## config.mk

```make
export PLATFORM = sky130hd
export DESIGN_NAME = date_difference_in_days_flat
export DESIGN_NICKNAME = d
export VERILOG_FILES = /design/src/sv/ddd_pkg.sv /design/src/sv/ddd_if.sv /design/src/sv/date_difference_in_days.sv /design/src/sv/ddd_day_num.sv /design/src/sv/ddd_diff_out.sv /design/src/flat_wrapper.sv
export SDC_FILE = /design/constraint.sdc
export NUM_CORES = 1
export LEC_CHECK = 0
export BUFFER_PORTS_ARGS = -buffer_cell sky130_fd_sc_hd__buf_2
export CAP_MARGIN = 20
export CELL_PAD_IN_SITES_DETAIL_PLACEMENT = 1
export CELL_PAD_IN_SITES_GLOBAL_PLACEMENT = 1
export CORE_MARGIN = 2
export CORE_UTILIZATION = 40
export DETAILED_ROUTE_END_ITERATION = 10
export PLACE_DENSITY_LB_ADDON = 0.25
export SYNTH_ARGS = -nofsm -noshare
export SYNTH_HDL_FRONTEND = slang
export SYNTH_SLANG_ARGS = --single-unit
```

## constraint.sdc

```tcl
create_clock -name i_clk -period 19.3 [get_ports i_clk]
set_input_delay 3.86 -clock i_clk [delete_from_list [all_inputs] [get_ports i_clk]]
set_output_delay 3.86 -clock i_clk [all_outputs]
set_load 0.005 [all_outputs]
```

## src/sv/ddd_pkg.sv

```systemverilog
// ----------------------------------------------------------------------------
// ddd_pkg
// Widths, constants, types and the month table of the date difference block.
// ----------------------------------------------------------------------------
package ddd_pkg;

    localparam int YEAR_W  = 14;
    localparam int MONTH_W = 4;
    localparam int DAY_W   = 5;
    localparam int DAYS_W  = 23;   // result width, signed
    localparam int DN_W    = 23;   // day number width, unsigned
    localparam int Q100_W  = 8;    // year / 100 for a 14-bit year
    localparam int MD_W    = 9;    // month start + leap + day, up to 397

    // floor(y / 100) = (y * DIV100_K) >> DIV100_SH, exact for y < 2^15
    localparam int DIV100_SH = 21;
    localparam logic [14:0] DIV100_K = 15'd20972;
    localparam int PROD_W = YEAR_W + 15;

    localparam logic signed [DAYS_W-1:0] DAYS_MAX = 23'sh3FFFFF;
    localparam logic signed [DAYS_W-1:0] DAYS_MIN = 23'sh400000;

    typedef struct packed {
        logic [YEAR_W-1:0]  year;
        logic [MONTH_W-1:0] month;
        logic [DAY_W-1:0]   day;
    } t_date;

    // stage load enables, A..C in the day number pipe, D at the output
    typedef struct packed {
        logic en_a;
        logic en_b;
        logic en_c;
        logic en_d;
    } t_pipe_ctl;

    // days of whole months before month m in a common year;
    // month zero has none, months past December count the full year
    function automatic logic [MD_W-1:0] month_start(input logic [MONTH_W-1:0] m);
        logic [MD_W-1:0] v;
        case (m)
            4'd0:    v = 9'd0;
            4'd1:    v = 9'd0;
            4'd2:    v = 9'd31;
            4'd3:    v = 9'd59;
            4'd4:    v = 9'd90;
            4'd5:    v = 9'd120;
            4'd6:    v = 9'd151;
            4'd7:    v = 9'd181;
            4'd8:    v = 9'd212;
            4'd9:    v = 9'd243;
            4'd10:   v = 9'd273;
            4'd11:   v = 9'd304;
            4'd12:   v = 9'd334;
            default: v = 9'd365;
        endcase
        return v;
    endfunction

endpackage

```

## src/sv/ddd_if.sv

```systemverilog
// ----------------------------------------------------------------------------
// ddd_if
// Valid/ready channels of the date difference block: date pairs in,
// day counts out.
// ----------------------------------------------------------------------------
interface ddd_in_if;
    import ddd_pkg::*;

    logic               valid;
    logic               ready;
    logic [YEAR_W-1:0]  year_first;
    logic [MONTH_W-1:0] month_first;
    logic [DAY_W-1:0]   day_first;
    logic [YEAR_W-1:0]  year_second;
    logic [MONTH_W-1:0] month_second;
    logic [DAY_W-1:0]   day_second;
    logic               include_end_day;

    modport source (
        output valid, year_first, month_first, day_first,
               year_second, month_second, day_second, include_end_day,
        input  ready
    );
    modport sink (
        input  valid, year_first, month_first, day_first,
               year_second, month_second, day_second, include_end_day,
        output ready
    );
endinterface

interface ddd_out_if;
    import ddd_pkg::*;

    logic                     valid;
    logic                     ready;
    logic signed [DAYS_W-1:0] days_between;

    modport source (output valid, days_between, input ready);
    modport sink   (input valid, days_between, output ready);
endinterface

```

## src/sv/date_difference_in_days.sv

```systemverilog
// ----------------------------------------------------------------------------
// date_difference_in_days
// Signed Gregorian day count between two dates, fully pipelined.
// ----------------------------------------------------------------------------
// Each transaction on i_in carries two dates (year, month, day) and the
// include_end_day flag; the matching transaction on o_out carries the signed
// number of days from the first date to the second. With include_end_day set
// the magnitude grows by one, so equal dates give +1. Leap years follow the
// Gregorian rule and run proleptically back to year zero. Fields are not
// range checked: month zero counts no whole months, months past December
// count the whole year, and the day of month is added as given. Results
// outside -4194304..4194303 saturate. The block takes one date pair every
// clock cycle while o_out is not stalled: three stages build the two day
// numbers side by side (reciprocal multiply for year/100, century and leap
// terms, final sum) and a fourth stage subtracts, adjusts and saturates into
// the output register. Back-pressure on o_out only stops the pipe once
// every stage holds a transaction; empty stages keep filling meanwhile.
// No reset-time sweep.
// ----------------------------------------------------------------------------
module date_difference_in_days (
    input  logic       i_clk,
    input  logic       i_rst_n,
    ddd_in_if.sink     i_in,
    ddd_out_if.source  o_out
);
    import ddd_pkg::*;

    // valid bits per stage, D being the output register
    logic r_va, r_vb, r_vc, r_vd;
    logic r_end_a, r_end_b, r_end_c;
    logic w_rdy_a, w_rdy_b, w_rdy_c, w_rdy_d;
    t_pipe_ctl w_ctl;
    t_date     w_date_first;
    t_date     w_date_second;
    logic [DN_W-1:0] w_dn_first;
    logic [DN_W-1:0] w_dn_second;
    logic signed [DAYS_W-1:0] w_days;

    // a stage may load when it is empty or its contents move on
    assign w_rdy_d = !r_vd || o_out.ready;
    assign w_rdy_c = !r_vc || w_rdy_d;
    assign w_rdy_b = !r_vb || w_rdy_c;
    assign w_rdy_a = !r_va || w_rdy_b;

    assign w_ctl.en_a = w_rdy_a && i_in.valid;
    assign w_ctl.en_b = w_rdy_b && r_va;
    assign w_ctl.en_c = w_rdy_c && r_vb;
    assign w_ctl.en_d = w_rdy_d && r_vc;

    assign i_in.ready = w_rdy_a;

    always_ff @(posedge i_clk) begin
        if (!i_rst_n) begin
            r_va <= 1'b0;
            r_vb <= 1'b0;
            r_vc <= 1'b0;
            r_vd <= 1'b0;
        end else begin
            if (w_rdy_a) r_va <= i_in.valid;
            if (w_rdy_b) r_vb <= r_va;
            if (w_rdy_c) r_vc <= r_vb;
            if (w_rdy_d) r_vd <= r_vc;
        end
    end

    // end-day flag rides along with the day number stages
    always_ff @(posedge i_clk) begin
        if (w_ctl.en_a) r_end_a <= i_in.include_end_day;
        if (w_ctl.en_b) r_end_b <= r_end_a;
        if (w_ctl.en_c) r_end_c <= r_end_b;
    end

    assign w_date_first.year   = i_in.year_first;
    assign w_date_first.month  = i_in.month_first;
    assign w_date_first.day    = i_in.day_first;
    assign w_date_second.year  = i_in.year_second;
    assign w_date_second.month = i_in.month_second;
    assign w_date_second.day   = i_in.day_second;

    ddd_day_num u_dn_first (
        .i_clk     (i_clk),
        .i_ctl     (w_ctl),
        .i_date    (w_date_first),
        .o_day_num (w_dn_first)
    );

    ddd_day_num u_dn_second (
        .i_clk     (i_clk),
        .i_ctl     (w_ctl),
        .i_date    (w_date_second),
        .o_day_num (w_dn_second)
    );

    ddd_diff_out u_diff (
        .i_clk       (i_clk),
        .i_ctl       (w_ctl),
        .i_dn_first  (w_dn_first),
        .i_dn_second (w_dn_second),
        .i_end_day   (r_end_c),
        .o_days      (w_days)
    );

    assign o_out.valid        = r_vd;
    assign o_out.days_between = w_days;

endmodule

```

## src/sv/ddd_day_num.sv

```systemverilog
// ----------------------------------------------------------------------------
// ddd_day_num
// Three-stage day number of one date, counted from the start of year zero.
// ----------------------------------------------------------------------------
module ddd_day_num (
    input  logic                  i_clk,
    input  ddd_pkg::t_pipe_ctl    i_ctl,
    input  ddd_pkg::t_date        i_date,
    output logic [ddd_pkg::DN_W-1:0] o_day_num
);
    import ddd_pkg::*;

    // stage A: year / 100 by reciprocal multiply
    logic [PROD_W-1:0]  n_prod;
    logic [YEAR_W-1:0]  r_a_year;
    logic [MONTH_W-1:0] r_a_month;
    logic [DAY_W-1:0]   r_a_day;
    logic [Q100_W-1:0]  r_a_q100;

    assign n_prod = PROD_W'(i_date.year) * PROD_W'(DIV100_K);

    always_ff @(posedge i_clk) begin
        if (i_ctl.en_a) begin
            r_a_year  <= i_date.year;
            r_a_month <= i_date.month;
            r_a_day   <= i_date.day;
            r_a_q100  <= n_prod[DIV100_SH +: Q100_W];
        end
    end

    // stage B: century terms, leap flag, whole-year and in-year parts
    logic [YEAR_W-1:0] w_q100x;
    logic              w_rem0;
    logic [Q100_W-1:0] w_c100;
    logic [Q100_W:0]   w_c100p3;
    logic              w_leap;
    logic [YEAR_W:0]   w_y4p;
    logic [DN_W-1:0]   n_b_yr;
    logic [MD_W-1:0]   n_b_md;
    logic [DN_W-1:0]   r_b_yr;
    logic [Q100_W-1:0] r_b_c100;
    logic [Q100_W-2:0] r_b_c400;
    logic [MD_W-1:0]   r_b_md;

    assign w_q100x  = YEAR_W'(r_a_q100) * YEAR_W'(100);
    assign w_rem0   = (w_q100x == r_a_year);
    assign w_c100   = r_a_q100 + Q100_W'(!w_rem0);        // ceil(y / 100)
    assign w_c100p3 = {1'b0, w_c100} + (Q100_W+1)'(3);     // ceil(y / 400) below
    assign w_leap   = (r_a_year[1:0] == 2'd0) && (!w_rem0 || (r_a_q100[1:0] == 2'd0));
    assign w_y4p    = {1'b0, r_a_year} + (YEAR_W+1)'(3);   // ceil(y / 4) below
    assign n_b_yr   = DN_W'(r_a_year) * DN_W'(365) + DN_W'(w_y4p[YEAR_W:2]);
    assign n_b_md   = month_start(r_a_month)
                    + MD_W'(w_leap && (r_a_month >= MONTH_W'(3)))
                    + MD_W'(r_a_day);

    always_ff @(posedge i_clk) begin
        if (i_ctl.en_b) begin
            r_b_yr   <= n_b_yr;
            r_b_c100 <= w_c100;
            r_b_c400 <= w_c100p3[Q100_W:2];
            r_b_md   <= n_b_md;
        end
    end

    // stage C: final sum
    logic [DN_W-1:0] r_c_dn;

    always_ff @(posedge i_clk) begin
        if (i_ctl.en_c) begin
            r_c_dn <= r_b_yr - DN_W'(r_b_c100) + DN_W'(r_b_c400) + DN_W'(r_b_md);
        end
    end

    assign o_day_num = r_c_dn;

endmodule

```

## src/sv/ddd_diff_out.sv

```systemverilog
// ----------------------------------------------------------------------------
// ddd_diff_out
// Output stage: signed difference, end-day adjustment, saturation.
// ----------------------------------------------------------------------------
module ddd_diff_out (
    input  logic                              i_clk,
    input  ddd_pkg::t_pipe_ctl                i_ctl,
    input  logic [ddd_pkg::DN_W-1:0]          i_dn_first,
    input  logic [ddd_pkg::DN_W-1:0]          i_dn_second,
    input  logic                              i_end_day,
    output logic signed [ddd_pkg::DAYS_W-1:0] o_days
);
    import ddd_pkg::*;

    logic signed [DN_W:0]     w_diff;
    logic signed [DN_W:0]     w_adj;
    logic signed [DAYS_W-1:0] n_days;
    logic signed [DAYS_W-1:0] r_days;

    assign w_diff = $signed({1'b0, i_dn_second}) - $signed({1'b0, i_dn_first});

    always_comb begin
        w_adj = w_diff;
        if (i_end_day) begin
            w_adj = w_diff[DN_W] ? w_diff - (DN_W+1)'(1) : w_diff + (DN_W+1)'(1);
        end
        // out of the 23-bit range when the two top bits differ
        if (w_adj[DN_W] != w_adj[DN_W-1]) begin
            n_days = w_adj[DN_W] ? DAYS_MIN : DAYS_MAX;
        end else begin
            n_days = w_adj[DAYS_W-1:0];
        end
    end

    always_ff @(posedge i_clk) begin
        if (i_ctl.en_d) begin
            r_days <= n_days;
        end
    end

    assign o_days = r_days;

endmodule

```

## src/flat_wrapper.sv

```systemverilog
// flat-port wrapper written by rule: the top's interface ports become plain ports
module date_difference_in_days_flat import ddd_pkg::*;
  (i_clk, i_rst_n, i_in_valid, i_in_year_first, i_in_month_first, i_in_day_first, i_in_year_second, i_in_month_second, i_in_day_second, i_in_include_end_day, i_in_ready, o_out_valid, o_out_days_between, o_out_ready);
  ddd_in_if i_in_i ();
  ddd_out_if o_out_i ();
  input  logic i_clk;
  input  logic i_rst_n;
  input wire logic [$bits(i_in_i.valid)-1:0] i_in_valid;
  input wire logic [$bits(i_in_i.year_first)-1:0] i_in_year_first;
  input wire logic [$bits(i_in_i.month_first)-1:0] i_in_month_first;
  input wire logic [$bits(i_in_i.day_first)-1:0] i_in_day_first;
  input wire logic [$bits(i_in_i.year_second)-1:0] i_in_year_second;
  input wire logic [$bits(i_in_i.month_second)-1:0] i_in_month_second;
  input wire logic [$bits(i_in_i.day_second)-1:0] i_in_day_second;
  input wire logic [$bits(i_in_i.include_end_day)-1:0] i_in_include_end_day;
  output wire logic [$bits(i_in_i.ready)-1:0] i_in_ready;
  output wire logic [$bits(o_out_i.valid)-1:0] o_out_valid;
  output wire logic [$bits(o_out_i.days_between)-1:0] o_out_days_between;
  input wire logic [$bits(o_out_i.ready)-1:0] o_out_ready;
  assign i_in_i.valid = i_in_valid;
  assign i_in_i.year_first = i_in_year_first;
  assign i_in_i.month_first = i_in_month_first;
  assign i_in_i.day_first = i_in_day_first;
  assign i_in_i.year_second = i_in_year_second;
  assign i_in_i.month_second = i_in_month_second;
  assign i_in_i.day_second = i_in_day_second;
  assign i_in_i.include_end_day = i_in_include_end_day;
  assign i_in_ready = i_in_i.ready;
  assign o_out_valid = o_out_i.valid;
  assign o_out_days_between = o_out_i.days_between;
  assign o_out_i.ready = o_out_ready;
  date_difference_in_days u_core (.i_clk(i_clk), .i_rst_n(i_rst_n), .i_in(i_in_i), .o_out(o_out_i));
endmodule
```

==> reports/metrics.yaml, run 1 <==
route:
  num_vias: 19500
  ant_nets: 0
  remaining_drc_errors: 0
  routedWlPerCell_um: 17.36
  post_drt_via_cell_ratio: 5.094
  wl_um: 66460
  drt-initial-drc-count: 664
  dr.pass1.iters: 4
critical_path:
  worstPathArrival_ps: 4880
  critPathKind: "in2out"
  critPathRequiredTime_ps: 15440
  cp_max_fo: 5
  start_kind: "input pin"
  end_kind: "output pin"
  r2r_setup_slack_ps: 12760
layout:
  antennaDiodeCount: 0
  area_growth_pct: 9.520
  layout_commonest_cell: "inv_1"
  drive_above_1_share_pct: 6.113
  fin_util_pct: 44.21
  multi_input_area_mm2: 0.01923
  nets: 3709
  seq_area_mm2: 0.007287
  final_cell_mix: "inv_1 (597), ha_1 (532), fa_1 (273)"
  fillers: 7923
synth:
  ys_warn_count: 0
  syn-num-nets: 3608
  async_flop_share_pct: 0
  yosysUniqueCellTypes: 72
  yosysTopAreaCellShare_pct: 23.76
  synth_top_cell_by_area: "edfxtp_1"
  syn_avg_cell_area_um2: 10.47
  synth-edff-count: 228
  syn_inst: 2752
  synth_area_leaders: "edfxtp_1 (24%), ha_1 (23%), fa_1 (19%)"
  synth-seq-cells: 250
  synth_area_mm2: 0.02881
  yosysSeqAreaShare_pct: 25.29
  synth_ff_type: "edfxtp_1"
placement:
  io_buffers: 75
  hpwl_um: 55670
  place.gp.congestion: 0.8602
  dpl_worst_slack_ps: 10180
global_routing:
  gr-total-overflow: 0
  grt_max_degree: 50
  grt_usage_pct: 18.63
  antenna_found_initial: 2
  grt_pass1_wl_um: 112100
  grt_pass1_vias: 22140
clock_tree:
  cts_root_buf: "clkbuf_16"
  cts_tree: "yes"
  h-tree-depth: 2
  postCtsResizedCells: 0
  numCtsBuffers: 34
  cts.path.max_buffers: 3
  cts_setup_buffers: 0
  clkSlewWorstSetupHoldPaths_ps: 60
  hold_buffers: 0
  clk_latency_ps: 570
  cts_sinks: 250
floorplanning:
  dieArea_mm2: 0.07419
  die_h_um: 272.4
  start_util_pct: 40.37
  fp-row-count: 98
  coreArea_mm2: 0.07136
  pin_count: 76
  die_w_um: 272.4
timing:
  finalSetupTns_ps: 0
  drv_slew: 0
  finalHoldViolations: 0
  setup-violations-final: 0
  tightest_slew_ps: 1014
  finalCritPeriodShare_pct: 45.30
  period_needed_ps: 8744
  fmax_ghz: 0.1144
  rsz0062_at_grt: "false"
  timing.final.ws_setup_ps: 10560
  skew_ps: 28.31
  slew_headroom_pct: 30.47
run_status:
  outcome: "finished clean"
min_path:
  hp-class: "reg2reg"
job:
  drv_cap: 0
==> layer usage <==
| metal | track usage [%] | up-vias | share of wire [%] |
|---|---|---|---|
| met4 | 5.278 | 2 | 2.7 |
| met3 | 2.310 | 106 | 2.8 |
| met2 | 32.49 | 199 | 48 |
| met1 | 24.24 | 9752 | 46 |
| li1 | - | 9445 | - |
| met5 | 0 | - | 0.021 |
==> state kept, by name, summed over array words and instances (netlist names), 9 cells and up, named ones only <==
| signal | count |
|---|---|
| u_core.u_dn_first.r_b_md | 9 |
| u_core.u_dn_first.o_day_num | 23 |
| u_core.u_dn_second.o_day_num | 23 |
| u_core.u_dn_first.r_a_year | 14 |
| u_core.u_diff.o_days | 23 |
| u_core.u_dn_second.r_a_year | 14 |
| u_core.u_dn_second.r_b_md | 9 |
| u_core.u_dn_second.r_b_yr | 23 |
| u_core.u_dn_first.r_b_yr | 23 |
==> metrics by stage <==
step	hold WS, ps	cells	instance area (um^2)
6_report	464.6	3829	31550
4_1_cts	482.2	3829	31550
3_5_place_dp	455.3	3767	30370
5_1_grt	474.6	3829	31550
3_3_place_gp	436.2	3767	30370
2_1_floorplan	400.3	2752	28810
==> cell usage after synthesis, drive strengths merged (27+ instances only) <==
cell and instances:
nor3 27, fa 273, a21o 63, nor2b 29
a21oi 123, inv 598, edfxtp 228, xor2 75
xnor2 150, o21ai 70, ha 532, nand2 81
o21a 30, and3 27, nand3 38, nor2 117
==> critical path, stage by stage <==
cell and delay [ps]:
buf_2 90, nor2b_1 220, and2_1 360, nand3_1 190, buf_2 160
==> layout make-up <==
| type | instances | share of cell area, % |
|---|---|---|
| clock inverters | 21 | 0.8922 |
| clock buffers | 41 | 2.843 |
| multi-input cells | 1887 | 60.93 |
| well taps | 950 | 3.767 |
| flip-flops and latches | 250 | 23.09 |
| inverters | 598 | 7.114 |
| repair buffers | 82 | 1.356 |
==> final timing paths <==
kind,cells past startpoint,start,endpoint
worst max register to register,20,u_core.u_dn_second.o_day_num[1],u_core.u_diff.o_days[9]
worst min register to register,0,u_core.r_end_b,u_core.r_end_c
worst max-delay path,5,o_out_ready,i_in_ready
worst min-delay path,0,u_core.r_end_b,u_core.r_end_c
==> kinds of logic (layout without fill, tap and decap cells) <==
family,after synthesis,after routing,synth area share (%)
adder cells (fa/ha/maj),813,813,42.39
buffers and inverters,615,742,8.060
AO/OA/AOI/OAI,425,425,9.663
AND/OR/NAND/NOR,392,392,6.601
flip-flops,250,250,25.29
XOR/XNOR,225,225,6.840
multiplexers,32,32,1.155
Power of run 1 is not shown: default switching activity piles up to over one toggle a cycle in this logic, so the estimate is an artifact.
==> run 2, diff against run 1 <==
Settings changed: ABC_AREA from default to 1.
Clock period 19.3 ns to 8.1 ns, I/O delays scaled along.
==> run 2 against run 1 <==
Clock skew about the same. Critical path depth up 12. Critical path type is now in2reg. Non-clock buffer count down 2. First-iteration DRC count up 21%. Final cell count up 26%. Synthesized area up 9.9%. Worst setup slack worse by 7800 ps. Cell area up 9.6%. Core utilization down 0.31 points.
==> reports/metrics.yaml, run 2 <==
run_status:
  outcome: "finished clean"
floorplanning:
  start_util_pct: 40.22  # -0.16 points
  pin_count: 76  # unchanged
  die_w_um: 285.4  # +4.8%
  die_h_um: 285.4  # +4.8%
  fp-row-count: 103  # +5.1%
  coreArea_mm2: 0.07874  # +10%
  dieArea_mm2: 0.08143  # +9.8%
layout:
  final_cell_mix: "inv_1 (791), nand2_1 (638), ha_1 (532)"
  antennaDiodeCount: 0  # unchanged
  drive_above_1_share_pct: 5.997  # -0.12 points
  area_growth_pct: 9.175
  layout_commonest_cell: "inv_1"
  nets: 4612  # +24%
synth:
  yosysUniqueCellTypes: 56  # -22%
  syn-num-nets: 4503  # +25%
  synth-edff-count: 228  # unchanged
  synth_common_cells: "inv_1 (793), nand2_1 (638), ha_1 (532)"
  ys_warn_count: 0  # unchanged
  yosysSeqAreaShare_pct: 23.01  # -2.3 points
  synth_top_cell_by_area: "edfxtp_1"
  synthMostInstantiatedCell: "inv_1"
  syn_inst: 3647  # +33%
  synth_area_leaders: "edfxtp_1 (22%), ha_1 (21%), fa_1 (17%)"
  synth-seq-cells: 250  # unchanged
  async_flop_share_pct: 0  # unchanged
  syn_avg_cell_area_um2: 8.683  # -17%
  synth_ff_type: "edfxtp_1"
  yosysTopAreaCellShare_pct: 21.62  # -2.1 points
  synth_area_mm2: 0.03167  # +9.9%
clock_tree:
  numCtsBuffers: 37  # +8.8%
  cts_tree: "yes"
  cts_setup_buffers: 0  # unchanged
  cts.path.max_buffers: 3  # unchanged
  clkSlewWorstSetupHoldPaths_ps: 50  # about the same
  cts_sinks: 250  # unchanged
  cts_root_buf: "clkbuf_16"
  h-tree-depth: 2  # unchanged
  postCtsResizedCells: 0  # unchanged
  clk_latency_ps: 590  # +20 ps
  hold_buffers: 0  # unchanged
critical_path:
  start_kind: "input pin"
  cp_cell_sequence: "buf_2 > fa_1 > ha_1 > fa_1 > fa_1 > inv_1 > fa_1 > inv_1 > ha_1 > nand2_1 > inv_1 > nand2_1 > a21oi_1 > a2111oi_0 > nand3_1 > nand2_1 > nand2_1"
  critPathRequiredTime_ps: 8430  # -7010 ps
  critPathMaxStageDelay_ps: 530  # +170 ps
  r2r-end: "u_core.u_dn_first.r_b_md[8]"
  reg2reg_depth: 20  # unchanged
  r2r_setup_slack_ps: 2940  # -9820 ps
  worstPathArrival_ps: 5670  # +790 ps
  critPathKind: "in2reg"
  reg2reg_from: "u_core.u_dn_first.r_a_q100[2]"
  cp_max_fo: 9  # +4
  end_kind: "register"
  cpMaxStageDelayCell: "a2111oi_0"
timing:
  skew_ps: 28.28  # -0.02700 ps
  setup-violations-final: 0  # unchanged
  finalHoldViolations: 0  # unchanged
  slew_headroom_pct: 38.12  # +7.6 points
  finalSetupTns_ps: 0  # unchanged
  fmax_ghz: 0.1873
  period_needed_ps: 5339
  drv_slew: 0  # unchanged
  finalCritPeriodShare_pct: 65.91
  tightest_slew_ps: 927.2  # -86.67 ps
  rsz0062_at_grt: "false"
placement:
  place.gp.congestion: 0.8687  # +0.99%
  io_buffers: 75  # unchanged
  hpwl_um: 69660  # +25%
route:
  drt-initial-drc-count: 805  # +21%
  num_vias: 23880  # +22%
  remaining_drc_errors: 0  # unchanged
  dr.pass1.iters: 5  # +1
  ant_nets: 0  # unchanged
  post_drt_via_cell_ratio: 4.938  # -3.1%
  routedWlPerCell_um: 16.70  # -3.8%
  wl_um: 80720  # +21%
global_routing:
  antenna_found_initial: 2  # unchanged
  grt_pass1_vias: 26010  # +17%
  grt_usage_pct: 20.28  # +1.6 points
  gr-total-overflow: 0  # unchanged
  grt_max_degree: 58  # +16%
  grt_pass1_wl_um: 133200  # +19%
min_path:
  whs_endpoint: "u_core.r_end_b"
  hp-class: "reg2reg"
  hp-start: "u_core.r_end_a"
  min_path_cells: 0  # unchanged
job:
  drv_cap: 0  # unchanged
==> run 2: cell count changes after synthesis, moves of 36 or more <==
cell     change
nand2_1    +557
xnor2_1     -85
o21ai_0     +37
a21oi_1     +61
nor2_1      +96
xor2_1      +44
nand3_1     +97
inv_1      +195
a21o_1      -36
==> run 2: metal layers <==
layer / vias to the layer above / share of wire (%) / GRT usage [%]
li1: 11940 / - / -
met3: 91 / 2.7 / 2.432
met2: 242 / 48 / 35.69
met4: 2 / 2.3 / 4.777
met1: 11600 / 47 / 26.51
met5: - / 0.016 / 0
==> run 2: how the worst max path moves through the flow <==
| stage | from | endpoint | slack [ps] | depth (start not counted) |
|---|---|---|---|---|
| 3_5_place_dp | i_in_year_second[13] | u_core.u_dn_second.r_a_q100[6] | 2160 | 18 |
| 6_report | i_in_year_second[13] | u_core.u_dn_second.r_a_q100[4] | 2760 | 17 |
| 4_1_cts | i_in_year_second[13] | u_core.u_dn_second.r_a_q100[4] | 2760 | 17 |
| 5_1_grt | i_in_year_second[13] | u_core.u_dn_second.r_a_q100[6] | 2490 | 18 |
| 3_3_place_gp | i_in_year_second[10] | u_core.u_dn_second.r_a_q100[7] | 2300 | 19 |
| 2_1_floorplan | i_in_year_second[8] | u_core.u_dn_second.r_a_q100[6] | 2760 | 18 |
==> run 2: area by class of cell <==
cell class	count	area (um^2)
Clock buffer	46	969.7
Clock inverter	22	272.8
Fill cell	9420	44170
Inverter	808	3035
Multi-Input combinational cell	2579	21270
Sequential cell	250	7287
Tap cell	1050	1314
Timing Repair Buffer	80	420.4
==> run 2: kinds of logic (layout without fill, tap and decap cells) <==
family          Yosys count  after routing  share of synthesized area [%]
compound gates          415            415                          7.519
xor+xnor                184            184                          5.089
simple gates           1175           1175                          16.28
flops                   250            250                          23.01
buf+inv                 818            956                          9.819
fa+ha+maj               805            805                          38.28
==> run 2: metrics by stage <==
stage	area [um^2]	util [%]	worst slack (ps)	hold WS (ps)	instances
after floorplan	31670	-	2763	400.3	3647
after global placement	33310	42.31	2296	413.8	4766
after detailed placement	33310	42.31	2160	414.7	4766
after CTS	34560	43.89	2762	428.1	4834
after global routing	34570	43.91	2488	435.0	4835
final	34570	43.91	2761	426.4	4835
==> run 2: critical path, delay by kind of cell <==
kind | cells | cell delay (ps)
buffers and inverters | 4 | 360
AND/OR/NAND/NOR | 5 | 470
adder cells (fa/ha/maj) | 6 | 2600
AO/OA/AOI/OAI | 2 | 610
Power of run 2 is left out for the same reason.
